**src/rtl/core/bnmm_pkg.sv**
```systemverilog
`timescale 1ns / 1ps
// ----------------------------------------------------------------------------
// bnmm_pkg: shared types and constants of the neighbourhood mean block
// Holds field widths, operation and register codes, the control and status
// bundles between controller and datapath, and the reciprocal table.
// ----------------------------------------------------------------------------
package bnmm_pkg;

  localparam int unsigned COORD_W     = 6;
  localparam int unsigned SIZE_W      = 7;
  localparam int unsigned COST_W      = 16;
  localparam int unsigned CNT_W       = 4;
  localparam int unsigned SUM_W       = 20;  // nine 16-bit costs
  localparam int unsigned CFG_IDX_W   = 2;
  localparam int unsigned CFG_DATA_W  = 16;
  localparam int unsigned RECIP_W     = 25;
  localparam int unsigned RECIP_SHIFT = 24;
  localparam int unsigned PROD_W      = SUM_W + RECIP_W;

  localparam logic [SIZE_W-1:0] SIZE_X_RST      = 7'd64;
  localparam logic [SIZE_W-1:0] SIZE_Y_RST      = 7'd64;
  localparam logic [COST_W-1:0] UPPER_LIMIT_RST = 16'd51200;

  typedef enum logic {
    OP_WRITE = 1'b0,
    OP_QUERY = 1'b1
  } op_e;

  typedef enum logic [CFG_IDX_W-1:0] {
    CFG_SIZE_X      = 2'd0,
    CFG_SIZE_Y      = 2'd1,
    CFG_UPPER_LIMIT = 2'd2
  } cfg_idx_e;

  typedef struct packed {
    logic write_cell;  // store the accepted write beat
    logic capture;     // latch the query centre, clear the accumulators
    logic issue;       // read the current neighbour and advance
    logic mul;         // register sum times reciprocal of count
    logic load_out;    // copy the finished result to the output register
  } cmd_t;

  typedef struct packed {
    logic last_nb;     // current neighbour is the ninth
  } status_t;

  // ceil(2^24 / d): exact floor division for sums below 2^20
  function automatic logic [RECIP_W-1:0] recip_of(input logic [CNT_W-1:0] cnt);
    logic [RECIP_W-1:0] r;
    case (cnt)
      4'd1:    r = 25'd16777216;
      4'd2:    r = 25'd8388608;
      4'd3:    r = 25'd5592406;
      4'd4:    r = 25'd4194304;
      4'd5:    r = 25'd3355444;
      4'd6:    r = 25'd2796203;
      4'd7:    r = 25'd2396746;
      4'd8:    r = 25'd2097152;
      4'd9:    r = 25'd1864136;
      default: r = '0;
    endcase
    return r;
  endfunction

endpackage

```
**src/rtl/core/bnmm_ctrl.sv**
```systemverilog
`timescale 1ns / 1ps
// ----------------------------------------------------------------------------
// bnmm_ctrl: sequencer of the neighbourhood mean block
// Takes input beats, steps the datapath through the nine neighbour reads,
// the division and the hand-over to the output register.
// ----------------------------------------------------------------------------
module bnmm_ctrl
  import bnmm_pkg::*;
(
  input  logic    clk_i,
  input  logic    rst_ni,
  input  logic    in_valid_i,
  output logic    in_stall_o,
  input  logic    operation_i,
  output logic    out_valid_o,
  input  logic    out_stall_i,
  output cmd_t    cmd_o,
  input  status_t status_i
);

  typedef enum logic [4:0] {
    ST_IDLE  = 5'b00001,
    ST_SCAN  = 5'b00010,
    ST_DRAIN = 5'b00100,
    ST_MUL   = 5'b01000,
    ST_DONE  = 5'b10000
  } state_e;

  state_e state_q, state_d;
  logic   out_valid_q, out_valid_d;
  logic   in_accept;
  logic   out_free;

  assign in_stall_o  = (state_q != ST_IDLE);
  assign in_accept   = in_valid_i && !in_stall_o;
  assign out_free    = !out_valid_q || !out_stall_i;
  assign out_valid_o = out_valid_q;

  always_comb begin
    state_d     = state_q;
    out_valid_d = out_valid_q && out_stall_i;
    cmd_o       = '0;
    unique case (state_q)
      ST_IDLE: begin
        if (in_accept) begin
          if (op_e'(operation_i) == OP_QUERY) begin
            cmd_o.capture = 1'b1;
            state_d       = ST_SCAN;
          end else begin
            cmd_o.write_cell = 1'b1;
          end
        end
      end
      ST_SCAN: begin
        cmd_o.issue = 1'b1;
        if (status_i.last_nb) begin
          state_d = ST_DRAIN;
        end
      end
      ST_DRAIN: begin
        state_d = ST_MUL;
      end
      ST_MUL: begin
        cmd_o.mul = 1'b1;
        state_d   = ST_DONE;
      end
      ST_DONE: begin
        // hold the result until the output register is free
        if (out_free) begin
          cmd_o.load_out = 1'b1;
          out_valid_d    = 1'b1;
          state_d        = ST_IDLE;
        end
      end
      default: begin
        state_d = ST_IDLE;
      end
    endcase
  end

  always_ff @(posedge clk_i or negedge rst_ni) begin
    if (!rst_ni) begin
      state_q     <= ST_IDLE;
      out_valid_q <= 1'b0;
    end else begin
      state_q     <= state_d;
      out_valid_q <= out_valid_d;
    end
  end

endmodule

```
**config.mk**
```make
export PLATFORM = sky130hd
export DESIGN_NAME = bnmm_ctrl
export DESIGN_NICKNAME = d
export VERILOG_FILES = /design/src/rtl/core/bnmm_pkg.sv /design/src/rtl/core/bnmm_ctrl.sv
export SDC_FILE = /design/constraint.sdc
export NUM_CORES = 1
export LEC_CHECK = 0
export BUFFER_PORTS_ARGS = -buffer_cell sky130_fd_sc_hd__buf_4
export CORE_AREA = 4 4 41 43
export DETAILED_ROUTE_END_ITERATION = 7
export DIE_AREA = 0 0 45 47
export MAX_ROUTING_LAYER = met4
export PLACE_DENSITY = 0.56
export SYNTH_ARGS = -nofsm -noshare
export SYNTH_HDL_FRONTEND = slang
export SYNTH_SLANG_ARGS = --single-unit
```
**constraint.sdc**
```tcl
create_clock -name clk_i -period 1.5 [get_ports clk_i]
set_input_delay 0.075 -clock clk_i [delete_from_list [all_inputs] [get_ports clk_i]]
set_output_delay 0.075 -clock clk_i [all_outputs]
set_load 0.05 [all_outputs]
```
======== Word level (Yosys, flattened, before mapping) ========
Cells that the tools add are included.
storage, ports and cells
  register bits ........................... 6
  bits in latches ......................... 0
  RAM bits ................................ 0
  memory bits (read-only) ................. 0
  input port bits ......................... 6
  output and inout port bits .............. 7
  word-level logic and storage cells ...... 34
  memories kept ........................... 0
cells by class
  add/subtract/negate cells ............... 0
  multiply operators ...................... 0
  divide/modulo/power cells ............... 0
  $lt $le $gt $ge ......................... 0
  equality and inequality tests ........... 10
  shift operators ......................... 0
  mux-type cells .......................... 15
  bitwise gates (word level) .............. 0
  reduce and logical (&&, ||, !) cells .... 7
operators with widths
  kind                  number
  $pmux W5 S5           1
  $mux W5               4
  $mux W1               8
  $ne A2 B2 Y1 const B  4
  $eq A5 B1 Y1 const B  1
  $eq A5 B2 Y1 const B  1
  $eq A5 B3 Y1 const B  1
  $eq A5 B4 Y1 const B  1
  $eq A5 B5 Y1 const B  1
  $ne A5 B1 Y1 const B  1
  $mux W2               2
  $reduce_and A4 Y1     1
  $logic_not A1 Y1      3
  $logic_and A1 B1 Y1   2
  $logic_or A1 B1 Y1    1

======== Logic depth before layout (Yosys ltp) ========
  word-level depth ........................ 5
  gate-level depth with buffers ........... 3
  mapped depth without buffers ............ 3

======== Least setup slack after synthesis ========
OpenSTA, ideal clock, no wires.
  path kind ............................... register to output
  start point ............................. register state_q[2]
  end point ............................... output cmd_o[3] in the netlist's numbering
  arrival time ............................ 1.873 ns
  path slack .............................. -0.448 ns
  stages on the path, launching flop included .. 4
  path buffers ............................ 0
  path through ............................ dfrtp_1 > nor3_1 > nand2_1 > nor2_1
RTL lines
  what                      line             source
  start: declaration        bnmm_ctrl.sv:29  state_e state_q, state_d;
  start signal: assignment  bnmm_ctrl.sv:86  state_q <= state_d;
  end: declaration          bnmm_ctrl.sv:17  output cmd_t cmd_o,

==> qor.yml <==
layout-area-overhead-vs-synth_pct: 67.4
place.gp.congestion: 0.669
pwr_density_cell_mw_per_mm2: 1490
routed_wl_um: 881
post-route-util_pct: 43.9
clock_skew_ns: 0.00711
setup_viol: 0
cts_buffers: 3
clkLatencyLatePin_ns: 0.25
cts-htree-levels: 1
grt_pass1_wl_um: 1370
dp.final_hpwl_um: 601
crit_path_end_kind: "output pin"
synth-edff-count: 0
yosysTopAreaCell: "dfrtp_1"
dp.cells: 60
crit_family: "simple AND/OR/NAND/NOR gates"
fin_crit_sh_pct: 99.5
crit-reg2reg-launch: "state_q[3]$_DFFE_PN0P_"
grt_max_degree: 7
routedWlPerCell_um: 12.8
status: "finished, final reports clean"
n_antenna_cell: 0
stdcell_count: 69
cts_max_path_buffers: 2
path_class: "reg -> out"
cts_tree: "built"
finalSetupTns_ns: 0
crit_buf_inv: 1
dpl_cell_area_um2: 477
start_kind: "register"
ys_async_sr_fraction_pct: 100
synth_cell_types: 22
drtIter0Drc: 6
tightest_slew_ns: 0.275
p_leak_nw: 0.287
rows: 13
sequentialPowerShare_pct: 27.2
drtAntennaViolNets: 0
hold_start: "out_stall_i"
multiInputGateArea_um2: 234
antenna_found_initial: 0
finish.instance_area_um2: 572
worst-path-max-fanout: 4
ys.flop_type: "dfrtp_1"
rrSetupSlack_ns: 0.24
hold_path_depth: 3
ys_seq_area_share_pct: 44.3
crit_chain: "nor3_4 > nand2_4 > nor3b_4 > buf_6"
final-max-slew-violation-count: 0
io_buffer_count: 12
rsz0062_at_grt: "true"
ys_ff_latch: 6
period_needed_ns: 1.49
slowest_delay_ns: 0.45
synth_cells: 34
cts.sinks: 6
combinationalPowerShare_pct: 53.7
synth_area_leaders: "dfrtp_1 37%, dfstp_2 7.7%, and3_1 5.5%"
firstDrtPassIters: 2
grt_use_total_pct: 10.3
synth_area_um2: 342
ff_latch_area_um2: 155
num_io_pins: 13
critPathSlowestCell: "dfrtp_2"
pwr-share-clk_pct: 19.1
vias: 340
crit_arrival_ns: 1.42
grt_pass1_vias: 336
regToRegEndpoint: "state_q[1]$_DFFE_PN0P_"
hp-class: "in -> reg"
drc: 0
internal_power_mw: 0.508
syn_nets: 40
p_sw_mw: 0.342
max-slew-margin-rel_pct: 81.4
die_area_mm2: 0.00212
core_mm2: 0.00130
r2r_cells: 4
ys_warn_count: 0
via_per_inst: 4.93
cap_violations: 0
initial_core_util_pct: 26.3
fin_nets: 61
switching_share_pct: 40.2
clk_pin_slew_ns: 0.05
hold_end: "out_valid_o$_DFF_PN0_"
grt_overflow_total: 0
max_freq_mhz: 670
timing.hold.ws_ns: 0.0586
synth_top_area_share_pct: 36.6
cts-root-buf: "clkbuf_4"
worstPathRequired_ns: 1.42
finalHoldViolCount: 0
avgSynthCellArea_um2: 10.0
peakVddDrop_uv: 714
drive_gt1_share_pct: 63.0
nFillCells: 139
die_h_um: 47
chipWidth_um: 45
what timing repair did:
item / 4_1_cts / 5_1_grt
setup endpoints to repair: 2 / 4
gates resized for setup: 5 / 5
hold buffers: 1 / 0
endpoints found under the hold margin: 6 / 0
gates cloned: 0 / 0
buffers inserted: 0 / 4
pin swaps: 3 / 2
power groups by stage:
| stage | Combinational (mW) | Clock [mW] | Sequential, mW |
|---|---|---|---|
| after detailed placement | 0.381 | 0 | 0.224 |
| final | 0.456 | 0.162 | 0.231 |
| after global routing | 0.484 | 0.185 | 0.235 |
| after floorplan | 0.300 | 0 | 0.219 |
| after global placement | 0.384 | 0 | 0.225 |
| after CTS | 0.401 | 0.169 | 0.226 |
tightest hold or removal path: cells and delay by family:
family,cells,cell delay (ns)
and+or+nand+nor,2,0.09
buffers and inverters,1,0.09
per-layer routing:
| layer | global-route usage, % | wire (um) | vias to the layer above |
|---|---|---|---|
| li1 | - | - | 162 |
| met1 | 9.93 | 373 | 159 |
| met2 | 14.4 | 398 | 14 |
| met3 | 3.83 | 69 | 5 |
| met4 | 12.3 | 40 | 0 |
| met5 | - | 0 | - |
metrics by stage:
stage | setup WS, ns | power [mW]
after floorplan | 0.0252 | 0.519
after global placement | 0.181 | 0.609
after detailed placement | 0.189 | 0.605
after CTS | -0.00873 | 0.796
after global routing | -0.0464 | 0.905
final | 0.00691 | 0.850
cell usage after synthesis (2+ instances only):
cell / number
nor2b_1: 2
and3_1: 3
nand2_1: 4
dfrtp_1: 5
nor2_1: 3
flip-flops by register name, summed over array words and instances, names as in the netlist:
signal	flops
out_valid_o	1
state_q	5
how the worst max path moves through the flow:
stage | cells past startpoint | end | start
floorplan | 3 | cmd_o[4] | state_q[0]$_DFFE_PN1P_
global placement | 4 | cmd_o[4] | state_q[0]$_DFFE_PN1P_
detailed placement | 4 | cmd_o[4] | state_q[0]$_DFFE_PN1P_
CTS | 4 | cmd_o[4] | state_q[4]$_DFFE_PN0P_
global route | 4 | cmd_o[4] | state_q[3]$_DFFE_PN0P_
finish | 4 | cmd_o[4] | state_q[3]$_DFFE_PN0P_
final cells by class:
cell class	count	area share [%]
repair buffers	17	24.1
well taps	15	3.28
flip-flops and latches	6	27.1
multi-input cells	27	40.9
clock buffers	4	4.60
kinds of logic (layout without fill, tap and decap cells):
kind of cell | after synthesis | count (layout) | synth area share (%)
simple gates | 21 | 21 | 38.8
flops | 6 | 6 | 44.3
compound gates | 5 | 5 | 12.1
xor+xnor | 1 | 1 | 2.56
buf+inv | 1 | 21 | 2.20
cells in the final DEF, fill, tap and decap left out:
| master | n |
|---|---|
| and4bb_2 | 1 |
| nor2_2 | 2 |
| nand3_1 | 1 |
| nor3_4 | 1 |
| dfstp_2 | 1 |
| nand2_4 | 1 |
| or2_1 | 1 |
| a21oi_2 | 1 |
| a211oi_2 | 1 |
| nor3b_4 | 1 |
| nor2b_1 | 1 |
| a31oi_1 | 1 |
| clkbuf_1 | 1 |
| and3_1 | 3 |
| and3b_1 | 1 |
| and2_4 | 1 |
| buf_4 | 14 |
| a221o_1 | 1 |
| buf_6 | 2 |
| nor4bb_1 | 1 |
| nor2b_4 | 1 |
| clkbuf_4 | 3 |
| o21bai_1 | 1 |
| nor2_4 | 1 |
| xor2_1 | 1 |
| nand2_1 | 3 |
| dfrtp_1 | 2 |
| dlygate4sd3_1 | 1 |
| dfrtp_2 | 3 |
| nor4b_1 | 1 |
(Power assumes the default switching activity.)
